--- config.mk ---
export PLATFORM = sky130hd
export DESIGN_NAME = sei_message_parser_flat
export DESIGN_NICKNAME = d
export VERILOG_FILES = /design/src/hw/rtl/smp_pkg.sv /design/src/hw/rtl/smp_chan_if.sv /design/src/hw/rtl/sei_message_parser.sv /design/src/hw/rtl/smp_golomb_step.sv /design/src/hw/rtl/smp_parser_core.sv /design/src/flat_wrapper.sv
export SDC_FILE = /design/constraint.sdc
export NUM_CORES = 2
export LEC_CHECK = 0
export BUFFER_PORTS_ARGS = -buffer_cell sky130_fd_sc_hd__clkbuf_2
export CAP_MARGIN = 20
export CORE_AREA = 4 4 235 237
export CTS_BUF_LIST = sky130_fd_sc_hd__clkbuf_4 sky130_fd_sc_hd__clkbuf_8
export DETAILED_ROUTE_END_ITERATION = 10
export DIE_AREA = 0 0 239 241
export PLACE_DENSITY_LB_ADDON = 0.2
export SETUP_SLACK_MARGIN = 0.15
export SYNTH_ARGS = -nofsm -noshare
export SYNTH_HDL_FRONTEND = slang
export SYNTH_HIERARCHICAL = 1
export SYNTH_SLANG_ARGS = --single-unit
--- constraint.sdc ---
create_clock -name clock -period 14.38 [get_ports clock]
set_input_delay 2.157 -clock clock [delete_from_list [all_inputs] [get_ports clock]]
set_output_delay 2.157 -clock clock [all_outputs]
set_load 0.005 [all_outputs]
--- src/hw/rtl/smp_pkg.sv ---
`timescale 1ns / 1ps
`default_nettype none

package smp_pkg;

   // Top-level parse phase, one-hot
   typedef enum logic [5:0] {
      PH_HEADER  = 6'b000001,
      PH_START   = 6'b000010,
      PH_TYPE    = 6'b000100,
      PH_SIZE    = 6'b001000,
      PH_PAYLOAD = 6'b010000,
      PH_DONE    = 6'b100000
   } phase_type;

   // Exp-Golomb decoder phase, one-hot
   typedef enum logic [3:0] {
      GB_COUNT = 4'b0001,
      GB_READ  = 4'b0010,
      GB_DONE  = 4'b0100,
      GB_FAIL  = 4'b1000
   } golomb_phase_type;

   typedef struct packed {
      golomb_phase_type phase;
      logic [5:0]       zeros;
      logic [5:0]       bits_left;
      logic [31:0]      value;
   } golomb_state_type;

   // Input beat
   typedef struct packed {
      logic [7:0] nal_byte;
      logic       last_byte;
   } req_type;

   // Result beat
   typedef struct packed {
      logic [31:0] sei_type;
      logic [31:0] payload_size;
      logic        truncated;
      logic        has_recovery_count;
      logic [31:0] recovery_count;
      logic        has_uuid;
      logic [63:0] uuid_high;
      logic [63:0] uuid_low;
   } rsp_type;

   localparam logic [7:0]  EMU_BYTE         = 8'h03;
   localparam logic [7:0]  TRAILING_BYTE    = 8'h80;
   localparam logic [7:0]  RUN_BYTE         = 8'hFF;
   localparam logic [31:0] TYPE_UUID        = 32'd5;
   localparam logic [31:0] TYPE_RECOVERY    = 32'd6;
   localparam logic [4:0]  UUID_HIGH_BYTES  = 5'd8;
   localparam logic [4:0]  UUID_BYTES       = 5'd16;
   localparam logic [5:0]  GOLOMB_MAX_ZEROS = 6'd31;
   localparam logic [1:0]  HEADER_RESET     = 2'd1;

   localparam golomb_state_type GOLOMB_CLEAR = '{
      phase: GB_COUNT, zeros: 6'd0, bits_left: 6'd0, value: 32'd0
   };

endpackage

`default_nettype wire

--- src/hw/rtl/smp_chan_if.sv ---
`timescale 1ns / 1ps
`default_nettype none

// Valid/ready channel with a typed payload
interface smp_chan_if #(
   parameter type data_type = logic [7:0]
) ();
   logic     valid;
   logic     ready;
   data_type data;

   modport source (output valid, output data, input ready);
   modport sink   (input valid, input data, output ready);
endinterface

`default_nettype wire

--- src/hw/rtl/sei_message_parser.sv ---
`timescale 1ns / 1ps
`default_nettype none

// SEI message parser. Feed the raw bytes of one SEI NAL unit on req_chan, one
// byte per beat, with last_byte on the final byte; the parser then restarts
// for the next unit. Emulation-prevention bytes are removed and the number of
// header bytes set through csr_chan (1 for AVC, 2 for HEVC; write only while
// idle) is skipped. One record per SEI message comes out on rsp_chan, with a
// truncated record if the unit ends inside a payload. The block takes one
// byte every clock unless a stalled rsp_chan holds back req_chan, which it
// does only once both the input register and the result register are full.
// A record passes the input register, which accepts its last byte, then the
// result register, from which it is offered on rsp_chan. The per-byte parse
// step between those registers, whose longest path is the eight-bit Exp-Golomb
// scan, sets the byte rate.
module sei_message_parser
   import smp_pkg::*;
(
   input  wire logic   clock,
   input  wire logic   reset,
   smp_chan_if.sink    req_chan,
   smp_chan_if.source  rsp_chan,
   smp_chan_if.sink    csr_chan
);

   req_type in_ff, in_in;
   logic    in_valid_ff, in_valid_in;
   rsp_type rsp_ff, rsp_in;
   logic    rsp_valid_ff, rsp_valid_in;
   logic    advance;
   logic    step;
   logic    rec_valid;
   rsp_type rec;

   // Pipeline moves when the result register is free or being drained
   assign advance        = !rsp_valid_ff || rsp_chan.ready;
   assign step           = in_valid_ff && advance;
   assign req_chan.ready = !in_valid_ff || advance;
   assign csr_chan.ready = 1'b1;

   smp_parser_core u_core (
      .clock     (clock),
      .reset     (reset),
      .step      (step),
      .beat      (in_ff),
      .cfg_write (csr_chan.valid),
      .cfg_value (csr_chan.data),
      .rec_valid (rec_valid),
      .rec       (rec)
   );

   // Input register
   always_comb begin
      in_in       = in_ff;
      in_valid_in = in_valid_ff;
      if (req_chan.valid && req_chan.ready) begin
         in_in       = req_chan.data;
         in_valid_in = 1'b1;
      end else if (advance) begin
         in_valid_in = 1'b0;
      end
   end

   // Result register
   always_comb begin
      rsp_in       = rsp_ff;
      rsp_valid_in = rsp_valid_ff;
      if (advance) begin
         rsp_in       = rec;
         rsp_valid_in = step && rec_valid;
      end
   end

   always_ff @(posedge clock) begin
      if (reset) begin
         in_valid_ff  <= 1'b0;
         rsp_valid_ff <= 1'b0;
      end else begin
         in_valid_ff  <= in_valid_in;
         rsp_valid_ff <= rsp_valid_in;
      end
      in_ff  <= in_in;
      rsp_ff <= rsp_in;
   end

   assign rsp_chan.valid = rsp_valid_ff;
   assign rsp_chan.data  = rsp_ff;

   // A held byte is neither dropped nor altered while the output stalls
   a_in_hold: assert property (@(posedge clock) disable iff (reset)
      in_valid_ff && !advance |=> in_valid_ff && $stable(in_ff))
      else $error("input register lost a byte under stall");

   // Truncated records carry no recovery count or uuid
   a_trunc_clean: assert property (@(posedge clock) disable iff (reset)
      rsp_valid_ff && rsp_ff.truncated |-> !rsp_ff.has_recovery_count && !rsp_ff.has_uuid)
      else $error("truncated record with decoded fields");

   // A uuid only comes from a type 5 payload of sixteen bytes or more
   a_uuid_type: assert property (@(posedge clock) disable iff (reset)
      rsp_valid_ff && rsp_ff.has_uuid |->
         (rsp_ff.sei_type == TYPE_UUID) && (rsp_ff.payload_size >= 32'(UUID_BYTES)))
      else $error("uuid flagged on wrong payload");

   // A recovery count only comes from a complete type 6 payload
   a_rc_type: assert property (@(posedge clock) disable iff (reset)
      rsp_valid_ff && rsp_ff.has_recovery_count |->
         (rsp_ff.sei_type == TYPE_RECOVERY) && (rsp_ff.payload_size != 32'd0))
      else $error("recovery count flagged on wrong payload");

endmodule

`default_nettype wire

--- src/hw/rtl/smp_golomb_step.sv ---
`timescale 1ns / 1ps
`default_nettype none

// One byte of ue(v) decoding: eight bit steps, MSB first
module smp_golomb_step
   import smp_pkg::*;
(
   input  wire logic [7:0]       byte_in,
   input  wire golomb_state_type state_cur,
   output golomb_state_type      state_nxt
);

   always_comb begin
      golomb_state_type s;
      logic             bit_v;
      s = state_cur;
      for (int i = 0; i < 8; i++) begin
         bit_v = byte_in[3'(7 - i)];
         if (s.phase == GB_COUNT) begin
            if (bit_v) begin
               s.value = 32'd1;
               if (s.zeros == 6'd0) begin
                  s.phase = GB_DONE;
               end else begin
                  s.bits_left = s.zeros;
                  s.phase     = GB_READ;
               end
            end else begin
               s.zeros = s.zeros + 6'd1;
               if (s.zeros > GOLOMB_MAX_ZEROS) begin
                  s.phase = GB_FAIL;
               end
            end
         end else if (s.phase == GB_READ) begin
            s.value     = {s.value[30:0], bit_v};
            s.bits_left = s.bits_left - 6'd1;
            if (s.bits_left == 6'd0) begin
               s.phase = GB_DONE;
            end
         end
      end
      state_nxt = s;
   end

endmodule

`default_nettype wire

--- src/hw/rtl/smp_parser_core.sv ---
`timescale 1ns / 1ps
`default_nettype none

// Per-byte SEI parse state and record formation
module smp_parser_core
   import smp_pkg::*;
(
   input  wire logic       clock,
   input  wire logic       reset,
   input  wire logic       step,
   input  wire req_type    beat,
   input  wire logic       cfg_write,
   input  wire logic [1:0] cfg_value,
   output logic            rec_valid,
   output rsp_type         rec
);

   logic [1:0]       header_bytes_ff, header_bytes_in;
   phase_type        phase_ff, phase_in;
   logic [1:0]       zero_run_ff, zero_run_in;
   logic [1:0]       header_left_ff, header_left_in;
   logic [31:0]      type_sum_ff, type_sum_in;
   logic [31:0]      size_sum_ff, size_sum_in;
   logic [31:0]      payload_left_ff, payload_left_in;
   logic [4:0]       payload_index_ff, payload_index_in;
   golomb_state_type golomb_ff, golomb_in, golomb_step_nxt;
   logic [63:0]      uuid_high_ff, uuid_high_in;
   logic [63:0]      uuid_low_ff, uuid_low_in;

   function automatic logic [31:0] sat_add(input logic [31:0] a, input logic [31:0] b);
      logic [32:0] s;
      s = {1'b0, a} + {1'b0, b};
      return s[32] ? 32'hFFFF_FFFF : s[31:0];
   endfunction

   function automatic rsp_type make_record(
      input logic [31:0]      t,
      input logic [31:0]      sz,
      input logic             complete,
      input golomb_state_type g,
      input logic [63:0]      hi,
      input logic [63:0]      lo
   );
      rsp_type r;
      logic    has_rc;
      logic    has_id;
      has_rc                 = complete && (t == TYPE_RECOVERY) && (g.phase == GB_DONE);
      has_id                 = complete && (t == TYPE_UUID) && (sz >= 32'(UUID_BYTES));
      r.sei_type             = t;
      r.payload_size         = sz;
      r.truncated            = !complete;
      r.has_recovery_count   = has_rc;
      r.recovery_count       = has_rc ? (g.value - 32'd1) : 32'd0;
      r.has_uuid             = has_id;
      r.uuid_high            = has_id ? hi : 64'd0;
      r.uuid_low             = has_id ? lo : 64'd0;
      return r;
   endfunction

   smp_golomb_step u_golomb (
      .byte_in   (beat.nal_byte),
      .state_cur (golomb_ff),
      .state_nxt (golomb_step_nxt)
   );

   // Next-state logic for one byte
   always_comb begin
      logic [7:0] b;
      logic       data;
      b                = beat.nal_byte;
      data             = 1'b1;
      header_bytes_in  = header_bytes_ff;
      phase_in         = phase_ff;
      zero_run_in      = zero_run_ff;
      header_left_in   = header_left_ff;
      type_sum_in      = type_sum_ff;
      size_sum_in      = size_sum_ff;
      payload_left_in  = payload_left_ff;
      payload_index_in = payload_index_ff;
      golomb_in        = golomb_ff;
      uuid_high_in     = uuid_high_ff;
      uuid_low_in      = uuid_low_ff;
      rec_valid        = 1'b0;
      rec              = '0;

      // register write: reload header count while still in the header
      if (cfg_write) begin
         header_bytes_in = cfg_value;
         if (phase_ff == PH_HEADER) begin
            header_left_in = cfg_value;
         end
      end

      if (step) begin
         // emulation prevention
         if ((zero_run_ff >= 2'd2) && (b == EMU_BYTE)) begin
            data        = 1'b0;
            zero_run_in = 2'd0;
         end else if (b == 8'd0) begin
            if (zero_run_ff < 2'd2) begin
               zero_run_in = zero_run_ff + 2'd1;
            end
         end else begin
            zero_run_in = 2'd0;
         end

         // header skip
         if (data && (phase_in == PH_HEADER)) begin
            if (header_left_ff != 2'd0) begin
               header_left_in = header_left_ff - 2'd1;
               data           = 1'b0;
            end else begin
               phase_in = PH_START;
            end
         end

         if (data) begin
            // message start or trailing bits
            if (phase_in == PH_START) begin
               if (b == TRAILING_BYTE) begin
                  phase_in = PH_DONE;
               end else begin
                  type_sum_in = 32'd0;
                  size_sum_in = 32'd0;
                  phase_in    = PH_TYPE;
               end
            end

            if (phase_in == PH_TYPE) begin
               type_sum_in = sat_add(type_sum_in, {24'd0, b});
               if (b != RUN_BYTE) begin
                  phase_in = PH_SIZE;
               end
            end else if (phase_in == PH_SIZE) begin
               size_sum_in = sat_add(size_sum_in, {24'd0, b});
               if (b != RUN_BYTE) begin
                  payload_left_in  = size_sum_in;
                  payload_index_in = 5'd0;
                  golomb_in        = GOLOMB_CLEAR;
                  uuid_high_in     = 64'd0;
                  uuid_low_in      = 64'd0;
                  if (size_sum_in == 32'd0) begin
                     rec_valid = 1'b1;
                     rec       = make_record(type_sum_in, size_sum_in, 1'b1,
                                             GOLOMB_CLEAR, 64'd0, 64'd0);
                     phase_in  = PH_START;
                  end else begin
                     phase_in = PH_PAYLOAD;
                  end
               end
            end else if (phase_in == PH_PAYLOAD) begin
               // uuid capture over the first sixteen bytes
               if (payload_index_ff < UUID_HIGH_BYTES) begin
                  uuid_high_in = {uuid_high_ff[55:0], b};
               end else if (payload_index_ff < UUID_BYTES) begin
                  uuid_low_in = {uuid_low_ff[55:0], b};
               end
               if (payload_index_ff < UUID_BYTES) begin
                  payload_index_in = payload_index_ff + 5'd1;
               end
               if (type_sum_ff == TYPE_RECOVERY) begin
                  golomb_in = golomb_step_nxt;
               end
               payload_left_in = payload_left_ff - 32'd1;
               if (payload_left_in == 32'd0) begin
                  rec_valid = 1'b1;
                  rec       = make_record(type_sum_in, size_sum_in, 1'b1,
                                          golomb_in, uuid_high_in, uuid_low_in);
                  phase_in  = PH_START;
               end
            end
         end

         // end of unit: truncated record if inside a payload, then restart
         if (beat.last_byte) begin
            if ((phase_in == PH_PAYLOAD) && !rec_valid) begin
               rec_valid = 1'b1;
               rec       = make_record(type_sum_in, size_sum_in, 1'b0,
                                       GOLOMB_CLEAR, 64'd0, 64'd0);
            end
            phase_in         = PH_HEADER;
            zero_run_in      = 2'd0;
            header_left_in   = header_bytes_in;
            type_sum_in      = 32'd0;
            size_sum_in      = 32'd0;
            payload_left_in  = 32'd0;
            payload_index_in = 5'd0;
            golomb_in        = GOLOMB_CLEAR;
            uuid_high_in     = 64'd0;
            uuid_low_in      = 64'd0;
         end
      end
   end

   // State registers
   always_ff @(posedge clock) begin
      if (reset) begin
         header_bytes_ff  <= HEADER_RESET;
         phase_ff         <= PH_HEADER;
         zero_run_ff      <= 2'd0;
         header_left_ff   <= HEADER_RESET;
         type_sum_ff      <= 32'd0;
         size_sum_ff      <= 32'd0;
         payload_left_ff  <= 32'd0;
         payload_index_ff <= 5'd0;
         golomb_ff        <= GOLOMB_CLEAR;
         uuid_high_ff     <= 64'd0;
         uuid_low_ff      <= 64'd0;
      end else begin
         header_bytes_ff  <= header_bytes_in;
         phase_ff         <= phase_in;
         zero_run_ff      <= zero_run_in;
         header_left_ff   <= header_left_in;
         type_sum_ff      <= type_sum_in;
         size_sum_ff      <= size_sum_in;
         payload_left_ff  <= payload_left_in;
         payload_index_ff <= payload_index_in;
         golomb_ff        <= golomb_in;
         uuid_high_ff     <= uuid_high_in;
         uuid_low_ff      <= uuid_low_in;
      end
   end

endmodule

`default_nettype wire

--- src/flat_wrapper.sv ---
// flat-port wrapper written by rule: the top's interface ports become plain ports
module sei_message_parser_flat import smp_pkg::*;
  (clock, reset, req_chan_valid, req_chan_data, req_chan_ready, rsp_chan_valid, rsp_chan_data, rsp_chan_ready, csr_chan_valid, csr_chan_data, csr_chan_ready);
  smp_chan_if #(.data_type(req_type)) req_chan_i ();
  smp_chan_if #(.data_type(rsp_type)) rsp_chan_i ();
  smp_chan_if #(.data_type(logic [1:0])) csr_chan_i ();
  input  wire logic clock;
  input  wire logic reset;
  input wire logic [$bits(req_chan_i.valid)-1:0] req_chan_valid;
  input wire logic [$bits(req_chan_i.data)-1:0] req_chan_data;
  output wire logic [$bits(req_chan_i.ready)-1:0] req_chan_ready;
  output wire logic [$bits(rsp_chan_i.valid)-1:0] rsp_chan_valid;
  output wire logic [$bits(rsp_chan_i.data)-1:0] rsp_chan_data;
  input wire logic [$bits(rsp_chan_i.ready)-1:0] rsp_chan_ready;
  input wire logic [$bits(csr_chan_i.valid)-1:0] csr_chan_valid;
  input wire logic [$bits(csr_chan_i.data)-1:0] csr_chan_data;
  output wire logic [$bits(csr_chan_i.ready)-1:0] csr_chan_ready;
  assign req_chan_i.valid = req_chan_valid;
  assign req_chan_i.data = req_chan_data;
  assign req_chan_ready = req_chan_i.ready;
  assign rsp_chan_valid = rsp_chan_i.valid;
  assign rsp_chan_data = rsp_chan_i.data;
  assign rsp_chan_i.ready = rsp_chan_ready;
  assign csr_chan_i.valid = csr_chan_valid;
  assign csr_chan_i.data = csr_chan_data;
  assign csr_chan_ready = csr_chan_i.ready;
  sei_message_parser u_core (.clock(clock), .reset(reset), .req_chan(req_chan_i), .rsp_chan(rsp_chan_i), .csr_chan(csr_chan_i));
endmodule
==> run_results.csv <==
group,metric,value,unit
place,port_buffers,244,
setup_path,critical_path.top_delay_family,"compound AO/OA/AOI/OAI gates",
clock_tree,hold_buffers,0,
timing,setup_viol,0,
cells_and_area,area_delta_synth_final,9.370,%
power,ir_drop,0.09715,mV
cells_and_area,n_fill_cell,4262,
setup_path,critical_path.max_stage_delay,0.84,ns
synthesis,synth_seq_area_share,0.3786,
cells_and_area,fin_area,37300,µm²
global_routing,grt_overflow_total,0,
routing,ant_nets,0,
clock_tree,clockRootBuffer,"clkbuf_8",
clock_tree,htreeDepth,3,
floorplanning,die_width,239,µm
routing,first_pass_iters,6,
cells_and_area,area.sequential,12910,µm²
synthesis,avgSynthCellArea,8.198,µm²
clock_tree,cts_inserted_buffers,87,
floorplanning,die_y,241,µm
power,p_sw,0.9699,mW
routing,wl,107.4,mm
floorplanning,ios,246,
synthesis,synth_cells,4160,
clock_tree,clockBufferDepth,3,
power,p_per_area,92.45,nW/µm²
setup_path,slowest_stage,"a31oi_1",
timing,slew_violations,0,
power,pwr-share-comb,0.135,
place,gp_congestion,1.006,
synthesis,ys_ff_latch,527,
min_path,hold_path_class,"flop to flop",
timing,finalCriticalPeriod,11.63,ns
synthesis,synth.net_count,4228,
place,dpl_cell_area,35340,µm²
setup_path,critPathKind,"flop to flop",
routing,wl_per_cell,21.49,µm
timing,fmax,86.01,MHz
global_routing,antenna_found_initial,4,
global_routing,grt_pass1_vias,30120,
cells_and_area,drive_gt1_frac,0.1596,
floorplanning,core,53280,µm²
global_routing,grt_max_degree,120,
setup_path,cp-end-kind,"flop",
timing,rsz0062_at_grt,"no",
clock_tree,clk-insertion-delay-late,0.68,ns
synthesis,ys.flop_type,"dfxtp_1",
outcome,status,"finished, final reports clean",
timing,fin_setup_tns,0,ns
global_routing,grt_pass1_wl,166.3,mm
power,power.share.clock,0.408,
setup_path,critPathBufInv,4,
job,max-cap-violations,0,
timing,fin_crit_sh,0.8085,
floorplanning,initial_core_util,0.6400,
synthesis,yosysUniqueCellTypes,125,
floorplanning,core.rowCount,85,
routing,avgViaCountPerCell,6.686,
routing,drt-initial-drc-count,4743,
global_routing,grt.total_usage,0.3535,
synthesis,synth_top_cell_area_share,0.2078,
clock_tree,clk_pin_slew_worst_paths,0.07,ns
cells_and_area,multi_input_area,19640,µm²
clock_tree,cts_post_setup_buffers_inserted,0,
cells_and_area,fin_nets,4292,
synthesis,syn_area,34100,µm²
power,p_int,2.478,mW
routing,drc,0,
timing,hold_viol_final,0,
synthesis,synthArstFlopShare,0,
timing,skew,0.05352,ns
power,pwr-share-seq,0.457,
synthesis,ys_top_cells_by_count,"nor2_1 (580), nand2_1 (560), dfxtp_1 (291), a21oi_1 (264), clkbuf_1 (247)",
clock_tree,cts_sinks,527,
setup_path,worstPathRequired,14.80,ns
synthesis,yosysMostFrequentCell,"nor2_1",
timing,relSlewSlack,0.2432,
floorplanning,die_area,57600,µm²
clock_tree,ctsResizeCount,0,
place,dp_hpwl,72.76,mm
synthesis,synthTopCellsByArea,"edfxtp_1 (21%), dfxtp_1 (17%), nor2_1 (6.4%), nand2_1 (6.2%), a22oi_1 (5.0%)",
power,p_leak,13.48,nW
setup_path,startpoint_type,"flop",
synthesis,synth-edff-count,236,
timing,worst_slew_pin_slew,1.130,ns
synthesis,yosys_warnings,6,
setup_path,cp_data_arrival_time,12.05,ns
routing,vias,33420,
synthesis,yosysTopAreaCell,"edfxtp_1",
power,switching_share,0.2813,
clock_tree,cts_tree,"built",
setup_path,critPathMaxFanout,35,
registers in the layout (all words and copies together) (netlist names):
register	cells
u_core/u_core/size_sum_ff	32
u_core/u_core/phase_ff	6
u_core/rsp_chan.valid	1
u_core/u_core/payload_left_ff	32
u_core/u_core/payload_index_ff	5
u_core/u_core/uuid_low_ff	64
u_core/u_core/uuid_high_ff	64
u_core/rsp_chan.data	227
u_core/u_core/header_bytes_ff	2
u_core/u_core/golomb_ff	48
u_core/in_valid_ff	1
u_core/u_core/header_left_ff	2
u_core/in_ff	9
u_core/u_core/type_sum_ff	32
u_core/u_core/zero_run_ff	2
power by group through the flow:
| stage | clock network, mW | logic, mW | registers [mW] |
|---|---|---|---|
| 2_1_floorplan | 0 | 0.345 | 1.60 |
| 5_1_grt | 1.49 | 0.503 | 1.58 |
| 4_1_cts | 1.42 | 0.449 | 1.57 |
| 3_3_place_gp | 0 | 0.444 | 1.61 |
| 3_5_place_dp | 0 | 0.447 | 1.61 |
| 6_report | 1.41 | 0.467 | 1.58 |
per-stage QoR:
step / std cells / utilization / total power [mW] / setup slack (ns) / hold slack (ns)
global placement: 4828 / 0.6632 / 2.050 / 3.757 / 0.4575
detailed placement: 4828 / 0.6632 / 2.053 / 3.365 / 0.4669
floorplan: 4160 / - / 1.946 / 4.351 / 0.4307
finish: 4998 / 0.7000 / 3.448 / 2.753 / 0.4863
CTS: 4991 / 0.6984 / 3.448 / 3.170 / 0.4814
global route: 4998 / 0.7000 / 3.571 / 1.951 / 0.5107
cell usage in the layout, fill, tap and decap left out, types with 22 or more instances in the layout:
cell type  synthesis  routed
mux2i_1           79      79
a22o_1            25      25
clkbuf_4           0      29
o22ai_1           44      44
nor4_1            62      60
xor2_1            38      38
o21ai_0          170     169
nor2_1           580     574
o21a_1            25      24
clkbuf_2           1     243
a31oi_1           65      65
a21o_1            23      23
o2bb2ai_1         35      35
a21oi_2          117     118
nor3_1           110     109
and3_1            25      25
nand4_1           46      46
o31ai_1           27      26
nand3_1           87      87
o211ai_1          22      22
a22oi_1          229     229
a21oi_1          264     263
ha_1              50      50
buf_4              8      55
inv_1             71      71
dfxtp_1          291     291
xnor2_1           79      79
and2_1            39      39
edfxtp_1         236     236
clkbuf_8           0      99
or3_1             27      27
nand2_1          560     560
worst min-delay path, delay by kind of cell (launching register included):
family	cells	cell delay (ns)
flip-flops	1	0.31
multiplexers	1	0.08
AND/OR/NAND/NOR	1	0.07
worst paths after layout:
path,to,start,slack [ns],depth (start not counted)
hold reg to reg,u_core/u_core/header_bytes_ff[0],u_core/u_core/header_bytes_ff[0],0.49,2
setup reg to reg,u_core/rsp_chan.data[155],u_core/u_core/golomb_ff[45],2.75,37
setup / recovery,u_core/rsp_chan.data[155],u_core/u_core/golomb_ff[45],2.75,37
hold / removal,u_core/u_core/header_bytes_ff[0],u_core/u_core/header_bytes_ff[0],0.49,2
per-layer routing:
layer | share of wire | vias up | GRT usage
met5 | 0 | - | 0
met4 | 0.050 | 0 | 0.1653
met3 | 0.10 | 320 | 0.05656
met2 | 0.44 | 2054 | 0.5326
met1 | 0.41 | 15580 | 0.5029
li1 | - | 15470 | -
cell families after synthesis:
group / after synthesis / share of synthesized area
and+or+nand+nor: 1708 / 0.2342
buffers and inverters: 400 / 0.04990
AOI/OAI and AO/OA: 1269 / 0.2619
adders and majority gates: 52 / 0.01952
DFF: 527 / 0.3786
xor gates and xnor gates: 119 / 0.03100
other: 1 / 0.0001100
muxes: 84 / 0.02484
layout make-up:
type                       instances  share of cell area
timing repair buffer             302             0.04609
inverter                          73            0.007347
clock buffer                     128             0.04237
sequential                       527              0.3462
multi-input combinational       3233              0.5265
tap                              696             0.02335
antenna                            4           0.0002684
clock inverter                    35            0.007883
Power figures use the tool's default switching activity.
